`config.mk`:
```
export PLATFORM = sky130hd
export DESIGN_NAME = range_median_trilateration
export DESIGN_NICKNAME = d
export VERILOG_FILES = /design/src/rtl/rmt_pkg.sv /design/src/rtl/rmt_median.sv /design/src/rtl/rmt_solve.sv /design/src/rtl/range_median_trilateration.sv
export SDC_FILE = /design/constraint.sdc
export NUM_CORES = 2
export LEC_CHECK = 0
export BUFFER_PORTS_ARGS = -buffer_cell sky130_fd_sc_hd__buf_2
export CELL_PAD_IN_SITES_DETAIL_PLACEMENT = 1
export CELL_PAD_IN_SITES_GLOBAL_PLACEMENT = 2
export CORE_MARGIN = 3
export CORE_UTILIZATION = 45
export CTS_BUF_LIST = sky130_fd_sc_hd__clkbuf_8
export DETAILED_ROUTE_END_ITERATION = 16
export PLACE_DENSITY = 0.87
export SYNTH_ARGS = -nofsm -noshare
export SYNTH_HDL_FRONTEND = slang
export SYNTH_HIERARCHICAL = 1
export SYNTH_SLANG_ARGS = --single-unit
```
`constraint.sdc`:
```
create_clock -name clk -period 15.5 [get_ports clk]
set_clock_uncertainty 0.1 [all_clocks]
set_input_delay 0.775 -clock clk [delete_from_list [all_inputs] [get_ports clk]]
set_output_delay 0.775 -clock clk [all_outputs]
set_load 0.005 [all_outputs]
```
`src/rtl/rmt_pkg.sv`:
```
`timescale 1ns / 1ps
// ----------------------------------------------------------------------------
// rmt_pkg: shared types and constants of the range median trilateration block
// Holds the item structs of both channels, the register map and the result
// record that the position solver hands to the top level.
// ----------------------------------------------------------------------------
package rmt_pkg;

	localparam int ADDR_W = 5;
	localparam int DATA_W = 32;
	localparam int COORD_W = 14;
	localparam int MED_OUT_W = 12;

	localparam logic [2:0] REG_OFFSET = 3'd0;
	localparam logic [2:0] REG_MIN = 3'd1;
	localparam logic [2:0] REG_MAX = 3'd2;
	localparam logic [2:0] REG_BX = 3'd3;
	localparam logic [2:0] REG_CX = 3'd4;
	localparam logic [2:0] REG_CY = 3'd5;

	localparam logic [1:0] ANCHOR_NONE = 2'd3;

	typedef struct packed {
		logic [1:0] anchor_sel;
		logic [15:0] raw_distance_cm;
		logic report_ok;
	} rmt_in_t;

	typedef struct packed {
		logic sample_taken;
		logic [MED_OUT_W-1:0] anchor_median_cm;
		logic signed [15:0] pos_x_cm;
		logic signed [15:0] pos_y_cm;
		logic pos_valid;
	} rmt_out_t;

	typedef struct packed {
		logic done;
		logic upd;
		logic signed [15:0] x;
		logic signed [15:0] y;
	} rmt_pos_t;

endpackage

```
`src/rtl/rmt_median.sv`:
```
`timescale 1ns / 1ps
// ----------------------------------------------------------------------------
// rmt_median: window store and median selector
// Keeps the sample windows of all three anchors in one memory, writes a new
// sample, reads the window back one entry a cycle and finds the median by
// ranking one candidate a cycle.
// ----------------------------------------------------------------------------
module rmt_median import rmt_pkg::*; #(
	parameter int WINDOW_LEN = 5,
	parameter int DIST_BITS = 12
) (
	input logic clk,
	input logic arst_n,
	input logic start,
	input logic prime,
	input logic [1:0] anchor,
	input logic [$clog2(WINDOW_LEN)-1:0] slot,
	input logic [DIST_BITS-1:0] value,
	output logic done,
	output logic [DIST_BITS-1:0] median
);

	localparam int AW = $clog2(3 * WINDOW_LEN);
	localparam int IW = $clog2(WINDOW_LEN);
	localparam int CW = $clog2(WINDOW_LEN + 1);
	localparam int HALF = WINDOW_LEN / 2;

	typedef enum logic [4:0] {
		S_IDLE  = 5'b00001,
		S_FILL  = 5'b00010,
		S_WRITE = 5'b00100,
		S_READ  = 5'b01000,
		S_RANK  = 5'b10000
	} st_t;

	st_t st_q;
	logic [DIST_BITS-1:0] mem [3*WINDOW_LEN];
	logic [DIST_BITS-1:0] rd_q;
	logic rd_vld_q;
	logic [IW-1:0] rd_idx_q;
	logic [DIST_BITS-1:0] win_q [WINDOW_LEN];
	logic [AW-1:0] base_q;
	logic [IW-1:0] slot_q;
	logic [DIST_BITS-1:0] value_q;
	logic [CW-1:0] k_q;
	logic [IW-1:0] rank_q;
	logic done_q;
	logic [DIST_BITS-1:0] median_q;

	logic wr_en;
	logic [AW-1:0] wr_addr;
	logic [AW-1:0] rd_addr;
	logic [DIST_BITS-1:0] cand;
	logic [CW-1:0] lt_cnt;
	logic [CW-1:0] le_cnt;
	logic found;

	assign wr_en = (st_q == S_FILL) || (st_q == S_WRITE);
	assign wr_addr = (st_q == S_FILL) ? base_q + AW'(k_q) : base_q + AW'(slot_q);
	assign rd_addr = base_q + AW'(k_q);

	always_comb begin
		cand = win_q[rank_q];
		lt_cnt = '0;
		le_cnt = '0;
		for (int k = 0; k < WINDOW_LEN; k++) begin
			lt_cnt = lt_cnt + CW'(win_q[k] < cand);
			le_cnt = le_cnt + CW'(win_q[k] <= cand);
		end
		found = (lt_cnt <= CW'(HALF)) && (le_cnt > CW'(HALF));
	end

	always_ff @(posedge clk) begin
		if (wr_en) begin
			mem[wr_addr] <= value_q;
		end
		rd_q <= mem[rd_addr];
		if (rd_vld_q) begin
			win_q[rd_idx_q] <= rd_q;
		end
	end

	always_ff @(posedge clk or negedge arst_n) begin
		if (!arst_n) begin
			st_q <= S_IDLE;
			k_q <= '0;
			rank_q <= '0;
			rd_vld_q <= 1'b0;
			rd_idx_q <= '0;
			done_q <= 1'b0;
			base_q <= '0;
			slot_q <= '0;
			value_q <= '0;
			median_q <= '0;
		end else begin
			done_q <= 1'b0;
			rd_vld_q <= (st_q == S_READ) && (k_q < CW'(WINDOW_LEN));
			rd_idx_q <= k_q[IW-1:0];
			unique case (st_q)
				S_IDLE: begin
					if (start) begin
						base_q <= AW'(anchor) * AW'(WINDOW_LEN);
						slot_q <= slot;
						value_q <= value;
						k_q <= '0;
						st_q <= prime ? S_FILL : S_WRITE;
					end
				end
				S_FILL: begin
					if (k_q == CW'(WINDOW_LEN - 1)) begin
						median_q <= value_q;
						done_q <= 1'b1;
						st_q <= S_IDLE;
					end else begin
						k_q <= k_q + CW'(1);
					end
				end
				S_WRITE: begin
					k_q <= '0;
					st_q <= S_READ;
				end
				S_READ: begin
					if (k_q == CW'(WINDOW_LEN)) begin
						rank_q <= '0;
						st_q <= S_RANK;
					end else begin
						k_q <= k_q + CW'(1);
					end
				end
				S_RANK: begin
					if (found || rank_q == IW'(WINDOW_LEN - 1)) begin
						median_q <= cand;
						done_q <= 1'b1;
						st_q <= S_IDLE;
					end else begin
						rank_q <= rank_q + IW'(1);
					end
				end
				default: st_q <= S_IDLE;
			endcase
		end
	end

	assign done = done_q;
	assign median = median_q;

endmodule

```
`src/rtl/rmt_solve.sv`:
```
`timescale 1ns / 1ps
// ----------------------------------------------------------------------------
// rmt_solve: serial trilateration solver
// Builds both numerators with a shift-and-add multiplier that takes one
// multiplier bit a cycle, and divides with a restoring divider that makes
// one quotient bit a cycle.
// ----------------------------------------------------------------------------
module rmt_solve import rmt_pkg::*; #(
	parameter int DIST_BITS = 12
) (
	input logic clk,
	input logic arst_n,
	input logic start,
	input logic [DIST_BITS-1:0] r0,
	input logic [DIST_BITS-1:0] r1,
	input logic [DIST_BITS-1:0] r2,
	input logic [COORD_W-1:0] bx,
	input logic [COORD_W-1:0] cx,
	input logic [COORD_W-1:0] cy,
	output rmt_pos_t res
);

	localparam int SQ_W = (2 * DIST_BITS > 2 * COORD_W) ? 2 * DIST_BITS : 2 * COORD_W;
	localparam int ACC_W = SQ_W + 19;
	localparam int MS = (DIST_BITS > COORD_W + 1) ? DIST_BITS : COORD_W + 1;
	localparam int CW = $clog2(ACC_W + 1);
	localparam int RW = COORD_W + 2;

	typedef enum logic [3:0] {
		S_IDLE = 4'b0001,
		S_MUL  = 4'b0010,
		S_ABS  = 4'b0100,
		S_DIV  = 4'b1000
	} st_t;

	typedef enum logic [3:0] {
		OP_R0X, OP_R1X, OP_BX, OP_DIVX, OP_R0Y, OP_R2Y, OP_CX, OP_CY, OP_XC, OP_DIVY
	} op_t;

	st_t st_q;
	op_t op_q;
	logic [CW-1:0] cnt_q;
	logic signed [ACC_W-1:0] acc_q;
	logic [ACC_W-1:0] mc_q;
	logic [MS-1:0] mp_q;
	logic neg_q;
	logic [ACC_W-1:0] dq_q;
	logic [RW-1:0] rem_q;
	logic qneg_q;
	logic signed [ACC_W-1:0] x_q;
	rmt_pos_t res_q;

	op_t ld_op;
	logic [ACC_W-1:0] ld_mc;
	logic [MS-1:0] ld_mp;
	logic ld_neg;
	logic [ACC_W-1:0] x_mag;
	logic signed [ACC_W-1:0] acc_n;
	logic [COORD_W:0] dv;
	logic [RW-1:0] rs;
	logic ge;
	logic [ACC_W-1:0] dq_n;
	logic signed [ACC_W-1:0] quot;

	function automatic logic signed [15:0] sat16(input logic signed [ACC_W-1:0] v);
		logic signed [15:0] r;
		if (v > $signed(ACC_W'(32767))) begin
			r = 16'sh7fff;
		end else if (v < -$signed(ACC_W'(32768))) begin
			r = 16'sh8000;
		end else begin
			r = v[15:0];
		end
		return r;
	endfunction

	assign x_mag = x_q[ACC_W-1] ? ACC_W'(-x_q) : ACC_W'(x_q);

	always_comb begin
		if (st_q == S_IDLE) begin
			ld_op = OP_R0X;
		end else if (st_q == S_DIV) begin
			ld_op = OP_R0Y;
		end else begin
			ld_op = op_t'(op_q + 4'd1);
		end
		ld_mc = '0;
		ld_mp = '0;
		ld_neg = 1'b0;
		case (ld_op)
			OP_R0X, OP_R0Y: begin
				ld_mc = ACC_W'(r0);
				ld_mp = MS'(r0);
			end
			OP_R1X: begin
				ld_mc = ACC_W'(r1);
				ld_mp = MS'(r1);
				ld_neg = 1'b1;
			end
			OP_R2Y: begin
				ld_mc = ACC_W'(r2);
				ld_mp = MS'(r2);
				ld_neg = 1'b1;
			end
			OP_BX: begin
				ld_mc = ACC_W'(bx);
				ld_mp = MS'(bx);
			end
			OP_CX: begin
				ld_mc = ACC_W'(cx);
				ld_mp = MS'(cx);
			end
			OP_CY: begin
				ld_mc = ACC_W'(cy);
				ld_mp = MS'(cy);
			end
			OP_XC: begin
				// Subtracts 2*cx*x, so a positive x makes this term negative.
				ld_mc = x_mag;
				ld_mp = MS'({cx, 1'b0});
				ld_neg = ~x_q[ACC_W-1];
			end
			default: begin
				ld_mc = '0;
			end
		endcase
	end

	always_comb begin
		if (!mp_q[0]) begin
			acc_n = acc_q;
		end else if (neg_q) begin
			acc_n = acc_q - $signed(mc_q);
		end else begin
			acc_n = acc_q + $signed(mc_q);
		end
		dv = (op_q == OP_DIVX) ? {bx, 1'b0} : {cy, 1'b0};
		rs = {rem_q[RW-2:0], dq_q[ACC_W-1]};
		ge = rs >= RW'(dv);
		dq_n = {dq_q[ACC_W-2:0], ge};
		quot = qneg_q ? -$signed(dq_n) : $signed(dq_n);
	end

	always_ff @(posedge clk or negedge arst_n) begin
		if (!arst_n) begin
			st_q <= S_IDLE;
			op_q <= OP_R0X;
			cnt_q <= '0;
			acc_q <= '0;
			mc_q <= '0;
			mp_q <= '0;
			neg_q <= 1'b0;
			dq_q <= '0;
			rem_q <= '0;
			qneg_q <= 1'b0;
			x_q <= '0;
			res_q <= '0;
		end else begin
			res_q.done <= 1'b0;
			unique case (st_q)
				S_IDLE: begin
					if (start) begin
						if (bx == '0 || cy == '0) begin
							res_q.done <= 1'b1;
							res_q.upd <= 1'b0;
						end else begin
							op_q <= ld_op;
							mc_q <= ld_mc;
							mp_q <= ld_mp;
							neg_q <= ld_neg;
							acc_q <= '0;
							cnt_q <= '0;
							st_q <= S_MUL;
						end
					end
				end
				S_MUL: begin
					acc_q <= acc_n;
					mc_q <= {mc_q[ACC_W-2:0], 1'b0};
					mp_q <= {1'b0, mp_q[MS-1:1]};
					cnt_q <= cnt_q + CW'(1);
					if (cnt_q == CW'(MS - 1)) begin
						cnt_q <= '0;
						if (op_q == OP_BX || op_q == OP_XC) begin
							op_q <= op_t'(op_q + 4'd1);
							st_q <= S_ABS;
						end else begin
							op_q <= ld_op;
							mc_q <= ld_mc;
							mp_q <= ld_mp;
							neg_q <= ld_neg;
						end
					end
				end
				S_ABS: begin
					dq_q <= acc_q[ACC_W-1] ? ACC_W'(-acc_q) : ACC_W'(acc_q);
					qneg_q <= acc_q[ACC_W-1];
					rem_q <= '0;
					cnt_q <= '0;
					st_q <= S_DIV;
				end
				S_DIV: begin
					rem_q <= ge ? rs - RW'(dv) : rs;
					dq_q <= dq_n;
					cnt_q <= cnt_q + CW'(1);
					if (cnt_q == CW'(ACC_W - 1)) begin
						cnt_q <= '0;
						if (op_q == OP_DIVX) begin
							x_q <= quot;
							acc_q <= '0;
							op_q <= ld_op;
							mc_q <= ld_mc;
							mp_q <= ld_mp;
							neg_q <= ld_neg;
							st_q <= S_MUL;
						end else begin
							res_q.done <= 1'b1;
							res_q.upd <= 1'b1;
							res_q.x <= sat16(x_q);
							res_q.y <= sat16(quot);
							st_q <= S_IDLE;
						end
					end
				end
				default: st_q <= S_IDLE;
			endcase
		end
	end

	assign res = res_q;

endmodule

```
`src/rtl/range_median_trilateration.sv`:
```
`timescale 1ns / 1ps
// ----------------------------------------------------------------------------
// range_median_trilateration: median filtered ranging and 2D position solver
// Gates ranging reports, keeps a median window per anchor and trilaterates.
// ----------------------------------------------------------------------------
// Each input item is one ranging report for anchor 0, 1 or 2. The signed
// offset is added to the raw distance and the sample is kept only when the
// report succeeded and the corrected value lies strictly between min_cm and
// max_cm. The first kept sample of an anchor fills its whole window; later
// ones replace the oldest entry. Every item yields exactly one result item
// carrying the gate flag, the anchor's current median and the latest
// position. Once all three anchors hold samples, every item recomputes the
// position with anchor A at the origin, B on the x axis and C at (cx, cy),
// dividing with truncation toward zero and saturating to 16 bits. The block
// works on one item at a time. A kept sample that primes the window is
// written to every entry and is its own median; otherwise the window is read
// back through the single read port of its memory and the median is found by
// ranking one candidate per cycle. The position solve takes one multiplier
// bit per cycle in eight products of M bits, M being the larger of
// DIST_BITS and 15, and one quotient bit per cycle in two divisions of
// A bits, A being the accumulator width max(2*DIST_BITS, 28) + 19. An item
// whose result cannot leave waits in the output register while the next
// item is already taken. The window memory needs no clearing pass, since an
// anchor's window is only read after it was filled. Registers sit on an APB
// port at byte addresses 0, 4, ..., 20.
// ----------------------------------------------------------------------------
module range_median_trilateration import rmt_pkg::*; #(
	parameter int WINDOW_LEN = 5,
	parameter int DIST_BITS = 12
) (
	input logic clk,
	input logic arst_n,
	input logic in_valid,
	output logic in_stall,
	input rmt_in_t in_item,
	output logic out_valid,
	input logic out_stall,
	output rmt_out_t out_item,
	input logic psel,
	input logic penable,
	input logic pwrite,
	input logic [ADDR_W-1:0] paddr,
	input logic [DATA_W-1:0] pwdata,
	output logic [DATA_W-1:0] prdata,
	output logic pready
);

	localparam int SW = $clog2(WINDOW_LEN);
	localparam logic [17:0] LIM = 18'((1 << DIST_BITS) - 1);

	typedef enum logic [5:0] {
		S_IDLE  = 6'b000001,
		S_GATE  = 6'b000010,
		S_MED   = 6'b000100,
		S_POS   = 6'b001000,
		S_SOLVE = 6'b010000,
		S_OUT   = 6'b100000
	} st_t;

	st_t st_q;

	// Configuration registers.
	logic signed [10:0] offset_q;
	logic [11:0] min_q;
	logic [11:0] max_q;
	logic [COORD_W-1:0] bx_q;
	logic [COORD_W-1:0] cx_q;
	logic [COORD_W-1:0] cy_q;

	// Captured item and per-anchor state.
	rmt_in_t item_q;
	logic taken_q;
	logic [2:0] primed_q;
	logic [SW-1:0] wslot_q [3];
	logic [DIST_BITS-1:0] med_q [3];
	logic signed [15:0] pos_x_q;
	logic signed [15:0] pos_y_q;
	logic out_valid_q;
	rmt_out_t out_q;

	logic cfg_wr;
	logic signed [17:0] corr;
	logic gate_ok;
	logic [DIST_BITS-1:0] sample;
	logic med_start;
	logic med_done;
	logic [DIST_BITS-1:0] med_val;
	logic solve_start;
	rmt_pos_t pos_res;
	logic [1:0] sel;
	logic [DIST_BITS-1:0] med_sel;
	logic [DIST_BITS+MED_OUT_W-1:0] med_ext;
	logic out_load;

	assign pready = 1'b1;
	assign cfg_wr = psel && penable && pwrite;

	always_ff @(posedge clk or negedge arst_n) begin
		if (!arst_n) begin
			offset_q <= '0;
			min_q <= 12'd10;
			max_q <= 12'd3000;
			bx_q <= COORD_W'(1000);
			cx_q <= COORD_W'(500);
			cy_q <= COORD_W'(800);
		end else if (cfg_wr) begin
			unique case (paddr[4:2])
				REG_OFFSET: offset_q <= pwdata[10:0];
				REG_MIN: min_q <= pwdata[11:0];
				REG_MAX: max_q <= pwdata[11:0];
				REG_BX: bx_q <= pwdata[COORD_W-1:0];
				REG_CX: cx_q <= pwdata[COORD_W-1:0];
				REG_CY: cy_q <= pwdata[COORD_W-1:0];
				default: ;
			endcase
		end
	end

	always_comb begin
		unique case (paddr[4:2])
			REG_OFFSET: prdata = DATA_W'(offset_q);
			REG_MIN: prdata = DATA_W'(min_q);
			REG_MAX: prdata = DATA_W'(max_q);
			REG_BX: prdata = DATA_W'(bx_q);
			REG_CX: prdata = DATA_W'(cx_q);
			REG_CY: prdata = DATA_W'(cy_q);
			default: prdata = '0;
		endcase
	end

	// Range gate on the captured item. The corrected value is always positive
	// when it passes, so only the upper saturation can apply.
	assign sel = item_q.anchor_sel;
	assign corr = $signed({2'b00, item_q.raw_distance_cm}) + 18'(offset_q);
	assign gate_ok = item_q.report_ok && (sel != ANCHOR_NONE)
		&& (corr > $signed({6'b0, min_q})) && (corr < $signed({6'b0, max_q}));
	assign sample = (corr > $signed(LIM)) ? DIST_BITS'(LIM) : corr[DIST_BITS-1:0];

	assign med_start = (st_q == S_GATE) && gate_ok;
	assign solve_start = (st_q == S_POS) && (&primed_q);

	rmt_median #(
		.WINDOW_LEN(WINDOW_LEN),
		.DIST_BITS(DIST_BITS)
	) u_median (
		.clk(clk),
		.arst_n(arst_n),
		.start(med_start),
		.prime(~primed_q[sel]),
		.anchor(sel),
		.slot(wslot_q[sel]),
		.value(sample),
		.done(med_done),
		.median(med_val)
	);

	rmt_solve #(
		.DIST_BITS(DIST_BITS)
	) u_solve (
		.clk(clk),
		.arst_n(arst_n),
		.start(solve_start),
		.r0(med_q[0]),
		.r1(med_q[1]),
		.r2(med_q[2]),
		.bx(bx_q),
		.cx(cx_q),
		.cy(cy_q),
		.res(pos_res)
	);

	// Median shown in the result; the extension keeps the low twelve bits
	// whatever DIST_BITS is.
	always_comb begin
		case (sel)
			2'd0: med_sel = med_q[0];
			2'd1: med_sel = med_q[1];
			2'd2: med_sel = med_q[2];
			default: med_sel = '0;
		endcase
		med_ext = {{MED_OUT_W{1'b0}}, med_sel};
	end

	assign out_load = (st_q == S_OUT) && (!out_valid_q || !out_stall);
	assign in_stall = (st_q != S_IDLE);

	always_ff @(posedge clk) begin
		if (in_valid && !in_stall) begin
			item_q <= in_item;
		end
	end

	always_ff @(posedge clk or negedge arst_n) begin
		if (!arst_n) begin
			st_q <= S_IDLE;
			taken_q <= 1'b0;
			primed_q <= '0;
			for (int a = 0; a < 3; a++) begin
				wslot_q[a] <= '0;
				med_q[a] <= '0;
			end
			pos_x_q <= '0;
			pos_y_q <= '0;
			out_valid_q <= 1'b0;
			out_q <= '0;
		end else begin
			if (out_load) begin
				out_valid_q <= 1'b1;
			end else if (out_valid_q && !out_stall) begin
				out_valid_q <= 1'b0;
			end
			unique case (st_q)
				S_IDLE: begin
					if (in_valid) begin
						st_q <= S_GATE;
					end
				end
				S_GATE: begin
					taken_q <= gate_ok;
					st_q <= gate_ok ? S_MED : S_POS;
				end
				S_MED: begin
					if (med_done) begin
						med_q[sel] <= med_val;
						primed_q[sel] <= 1'b1;
						if (!primed_q[sel] || wslot_q[sel] == SW'(WINDOW_LEN - 1)) begin
							wslot_q[sel] <= '0;
						end else begin
							wslot_q[sel] <= wslot_q[sel] + SW'(1);
						end
						st_q <= S_POS;
					end
				end
				S_POS: begin
					st_q <= (&primed_q) ? S_SOLVE : S_OUT;
				end
				S_SOLVE: begin
					if (pos_res.done) begin
						if (pos_res.upd) begin
							pos_x_q <= pos_res.x;
							pos_y_q <= pos_res.y;
						end
						st_q <= S_OUT;
					end
				end
				S_OUT: begin
					if (out_load) begin
						out_q.sample_taken <= taken_q;
						out_q.anchor_median_cm <= med_ext[MED_OUT_W-1:0];
						out_q.pos_x_cm <= pos_x_q;
						out_q.pos_y_cm <= pos_y_q;
						out_q.pos_valid <= &primed_q;
						st_q <= S_IDLE;
					end
				end
				default: st_q <= S_IDLE;
			endcase
		end
	end

	assign out_valid = out_valid_q;
	assign out_item = out_q;

endmodule
```
After elaboration in Yosys (flattened, before gate mapping). Memory sizes are Yosys's and may differ from the RTL's. A register that Yosys moved wholly into a read port is not among the register bits. Cells that the tools add are included.

Input bits: 63. Output and inout port bits: 81. Flip-flop bits (word level): 545. RAM bits: 240. Word-level logic and storage cells: 350. Memories kept: 2.

Memories: u_median.mem (depth 15, bits a word 12, read ports 1, clocked after Yosys merged registers in 1, write ports 1, RTL line rmt_median.sv:37) `logic [DIST_BITS-1:0] mem [3*WINDOW_LEN];`; u_median.win_q (depth 5, bits a word 12, read ports 6, clocked after Yosys merged registers in 0, write ports 1, RTL line rmt_median.sv:41) `logic [DIST_BITS-1:0] win_q [WINDOW_LEN];`.

Equality and inequality tests: 61. Multiply operators: 1. Mux-type cells: 118. Bitwise operators: 6. Reductions and logical operators: 64. Add/subtract/negate cells: 22. Magnitude comparators: 25.

Operator list (number): $mux 47 (15); $pmux 47 s7 (1); $pmux 47 s3 (2); $pmux 32 s6 (1); $neg 47->47 (3); $mux 15 (8); $pmux 15 s7 (1); $gt 47x16->1 const B (2); $lt 47x16->1 const B (2); $pmux 47 s2 (1); $mux 34 (2); $mux 16 (4); $le 12x12->1 (5); $lt 12x12->1 (5); $mux 4 (15); $mux 6 (9); $mux 12 (4); $add 47x47->47 (1); $sub 47x47->47 (1); $pmux 15 s3 (1); $bwmux 36 (1); $pmux 12 s3 (1); $pmux 6 s6 (1); $ne 2x2->1 const B (16); 86 further kinds (195).

Logic depth before layout (Yosys ltp).
Word-level depth: 11. Depth in mapped cells: 26.

Modules after synthesis. The synthesis kept the hierarchy.

Modules (own cells, without submodules): rmt_solve (instances 1, cells an instance 2416, area each 19741.4 um^2, sequential area each 6707.7 um^2); rmt_median (instances 1, cells an instance 848, area each 14745.4 um^2, sequential area each 9655.5 um^2); range_median_trilateration (instances 1, cells an instance 951, area each 11373.4 um^2, sequential area each 5881.9 um^2).

Worst setup path before layout. No wires, ideal clock.

Kind: register to register. Start point: register u_solve.op_q[0]. End point: register u_solve.res_q, in the netlist u_solve/res[10]. Buffers on the path: 3. Arrival time: 6482 ps. Data required time: 15262 ps. Setup time: 138 ps. Cell stages (with the launch flop): 25. Slack: 8780 ps. Cells stage by stage: dfrtp_1 -> ha_1 -> or3b_2 -> clkbuf_1 -> mux2i_1 -> ha_1 -> and4_1 -> nor3b_1 -> a22oi_1 -> and2_1 -> nand2b_1 -> clkinv_1 -> clkbuf_1 -> ha_1 -> nand2b_1 -> or4_4 -> or4_4 -> or2_4 -> o21ai_2 -> nor2_1 -> or4_1 -> or4_4 -> o31ai_4 -> buf_6 -> o22ai_1.

Longest elaborated chain between the ends: 8. Elaborated cells on any way between the ends: 11.

Ends and longest elaborated chain: start, declared (RTL line rmt_solve.sv:41) `op_t op_q;`; start signal, assigned (RTL line rmt_solve.sv:167) `op_q <= ld_op;`; start signal, assigned (RTL line rmt_solve.sv:185) `op_q <= op_t'(op_q + 4'd1);`; start signal, assigned (RTL line rmt_solve.sv:188) `op_q <= ld_op;`; $eq 4x2->1 (*) (RTL line rmt_solve.sv:137, rmt_solve.sv:208); $mux 15 (RTL line rmt_solve.sv:137) `dv = (op_q == OP_DIVX) ? {bx, 1'b0} : {cy, 1'b0};`; $ge 16x15->1 (RTL line rmt_solve.sv:139) `ge = rs >= RW'(dv);`; $neg 47->47 (RTL line rmt_solve.sv:141) `quot = qneg_q ? -$signed(dq_n) : $signed(dq_n);`; $mux 47 (RTL line rmt_solve.sv:141); $lt 47x16->1 (RTL line rmt_solve.sv:69) `end else if (v < -$signed(ACC_W'(32768))) begin`; $mux 16 (RTL line rmt_solve.sv:69); $mux 16 (RTL line rmt_solve.sv:67) `if (v > $signed(ACC_W'(32767))) begin`; end, declared (RTL line rmt_solve.sv:51) `rmt_pos_t res_q;`.

Mark *: on every way between the ends. The rest lies on a longest branch, timed or not. A chain may end at the register's enable or synchronous reset.

Worst setup path in the final report.
Start point: register u_solve.op_q[0]. End point: register u_solve.res_q, in the netlist u_solve/res[1].

The elaborated chain is that of the path after synthesis.

==> results.txt <==
Clock-pin slew on the worst setup and hold paths - 0.06 ns
Leakage - 21.8 nW
DR vias/cell - 6.04
CORE AREA - 101000 sq um
# clock sinks - 831
Yosys cell types - 107
Switching Fraction - 28.3%
Initial core utilization - 45.6%
Largest net degree at the start of global routing - 166
CTS tree - yes
Maximum vdd drop - 0.0861 mV
Largest buffer count on any clock path - 3
Worst Path Arrival - 9.40 ns
Via Count - 35000
Final core utilization - 50.5%
Worst-Skew Late Latency - 0.87 ns
FILL cells - 10900
Max Slew Vio Count - 0
Clock share of power - 39.3%
First-pass detailed-route iteration total - 8
Hold depth - 1
Rel. slew slack - 12.3%
Area delta synth->final - 10.7%
Final min period - 8.80 ns
Total power - 5.22 mW
Postcts setup bufs - 0
Number of synthesized register bits - 831
RR Startpoint - u_solve/op_q[0]$_DFFE_PN0P_
Global-route wire length before repair - 220000 um
Total wire length - 141000 um
Reg2reg end - u_solve/res[1]$_DFFE_PN0P_
Hold Path Origin - in_item[17]
Buf/Inv on CP - 1
Largest cells by area after synthesis - dfrtp_1, edfxtp_1, mux2_2, ha_1, mux4_2
Syn Inst Count - 4215
Top delay family on crit path - simple AND/OR/NAND/NOR gates
RSZ-0062 raised after global routing - no
Num ports - 144
Setup crit start kind - flip-flop
Top_reg_cell synth - dfrtp_1
DRT antenna net count - 0
Die Span X - 325 um
PortBufs - 122
Ys Warns - 6
Slowest cell delay on critical path - 0.66 ns
CP Cell Sequence - ha_1, or3b_2, mux2i_1, ha_1, and4_1, nor3b_1, a22oi_1, and2_1, nand2b_1, clkinv_1, ha_1, nand2b_1, or4_4, or4_4, or2_4, o21ai_2, nor2_1, or4_1, or4_4, o31ai_4, o22ai_1
Iter 0 DRT Violations - 3116
Internal cell power - 3.74 mW
Max Freq - 0.114 GHz
CTS H-Tree Depth - 4
Crit Path Class - reg -> reg
Fraction of registers with async set/reset - 63.1%
Post-CTS resize count - 0
Top-count cell post-synth - dfrtp_1
Gate power share - 12.5%
Antenna violations before repair - 9
Syn nets - 4474
Cell area after synthesis - 45900 sq um
Reg power frac - 48.2%
Crit share post-route - 56.8%
Vias in the first global route - 36200
Worst Path Required - 16.10 ns
Worst-path fanout max - 19
Worst Hold Path EP - sel[0]$_DFFE_PP_
Setup TNS - 0 ns
Grt total ovfl - 0
Crit path capture type - flip-flop
Clock buffer count from CTS - 146
Worst hold slack - 0.0809 ns
Share of cells above drive strength 1 - 18.0%
Avg Cell Area, Syn - 10.9 sq um
Die height - 325 um
Hold Crit Class - in -> reg
Commonest cells in the netlist - dfrtp_1, nand2_1, o21ai_0, nor2_1, edfxtp_1
Hold buffers post-CTS - 18
NetSw - 1.48 mW
Least-Margin Pin Slew - 1.31 ns
Post-synth top area share - 27.1%
Register area share after synthesis - 48.5%
Routed length per instance - 24.3 um
PwrDens - 103 nW/um^2
R2R Setup Slk - 6.70 ns
Post-synth EDFFs - 295
Final nets - 4574
CP max stage cell - a22oi_1
Detail Placement HPWL - 102000 um
Clock Tree Root - clkbuf_8
DIE AREA - 106000 sq um
Leading area contributor after synthesis - dfrtp_1
Final setup violation count - 0
MaxCap Viol Count - 0
# DRC - 0
Placer congestion estimate - 0.874
Final Hold Viols - 0
GRT Util Overall - 26.6%
Std cell rows - 116
Status - completed
Cell count of the worst reg-to-reg path - 21
==> stage by stage <==
| step | instance area (sq um) | worst slack, ns | instances |
|---|---|---|---|
| final | 50800 | 6.70 | 5799 |
| after global routing | 50700 | 6.37 | 5793 |
| after CTS | 50700 | 6.77 | 5792 |
| after detailed placement | 47600 | 6.83 | 5506 |
| after global placement | 47600 | 7.03 | 5506 |
| after floorplan | 45900 | 8.78 | 4215 |
==> state kept, by name (all words and copies together) (netlist names), 9 cells and up <==
signal / count
u_median/mem: 180
u_median/win_q: 96
u_solve/acc_q: 47
u_solve/dq_q: 47
u_solve/mc_q: 47
u_solve/x_q: 47
out_item: 46
med_q: 36
u_solve/res: 34
item_q: 17
pos_x_q: 16
pos_y_q: 16
u_solve/mp_q: 15
u_solve/rem_q: 15
bx_q: 14
cx_q: 14
cy_q: 14
max_q: 12
min_q: 12
u_median/median: 12
u_median/rd_q: 12
u_median/value_q: 12
offset_q: 11
wslot_q: 9
==> area by class of cell <==
type | count | area [sq um] | area share, %
antenna | 7 | 17.5 | 0.0345
clock buffer | 172 | 2370 | 4.66
clock inverter | 96 | 578 | 1.14
inverter | 119 | 447 | 0.880
multi-input combinational | 3017 | 22100 | 43.6
sequential | 831 | 22200 | 43.8
tap | 1357 | 1700 | 3.35
timing repair buffer | 200 | 1260 | 2.49
==> layout by cell type (no fill, tap or decap), drive strengths merged, types with 29 or more instances in the layout <==
cell type and n:
a21o 48, a21oi 227, a221oi 32, a22oi 82
buf 182, clkbuf 172, clkinv 29, dfrtp 497
edfxtp 295, ha 187, inv 177, mux2 221
mux2i 76, mux4 73, nand2 368, nand2b 51
nand3 84, nand4 50, nor2 300, nor3 72
nor4 32, o21ai 323, o22ai 30, o31ai 53
or3 55, or4 30, xnor2 134, xor2 121
==> logic make-up after synthesis <==
kind of cell	Yosys count	synth area share, %
buffers and inverters	367	3.43
muxes	370	11.0
xor gates and xnor gates	255	4.89
and+or+nand+nor	1186	12.6
DFF	831	48.5
AOI/OAI and AO/OA	1009	14.1
other	1	0.00818
adders and majority gates	196	5.49
==> worst max path at each step <==
stage	endpoint	from	slack (ns)	cells past startpoint
after detailed placement	u_solve/res[12]$_DFFE_PN0P_	u_solve/op_q[0]$_DFFE_PN0P_	6.83	21
after global placement	u_solve/res[13]$_DFFE_PN0P_	u_solve/op_q[0]$_DFFE_PN0P_	7.03	21
after CTS	u_solve/res[12]$_DFFE_PN0P_	u_solve/op_q[0]$_DFFE_PN0P_	6.77	21
after floorplan	u_solve/res[10]$_DFFE_PN0P_	u_solve/op_q[0]$_DFFE_PN0P_	8.78	24
final	u_solve/res[1]$_DFFE_PN0P_	u_solve/op_q[0]$_DFFE_PN0P_	6.70	21
after global routing	u_solve/res[1]$_DFFE_PN0P_	u_solve/op_q[0]$_DFFE_PN0P_	6.37	21
==> worst reg2reg max path: cells and delay by family, from the launching register on <==
family,cells,cell delay [ns]
AOI/OAI and AO/OA,4,1.69
adders and majority gates,3,0.89
buffers and inverters,1,0.63
DFF,1,0.50
muxes,1,0.36
and+or+nand+nor,12,4.46
==> layer usage <==
| metal | wire length [um] | vias up | track usage [%] | part of all wire [%] |
|---|---|---|---|---|
| li1 | - | 15800 | - | - |
| met1 | 63100 | 17900 | 37.2 | 45 |
| met2 | 65200 | 1057 | 41.8 | 46 |
| met3 | 8770 | 239 | 5.10 | 6.2 |
| met4 | 3950 | 0 | 8.46 | 2.8 |
| met5 | 0 | - | 0 | 0 |
==> power groups by stage <==
stage,combinational (mW),sequential [mW],clock (mW)
after floorplan,0.451,2.49,0
after global placement,0.621,2.55,0
after detailed placement,0.648,2.56,0
after CTS,0.655,2.52,2.10
after global routing,0.725,2.53,2.21
final,0.652,2.52,2.05
(Power assumes the default switching activity.)
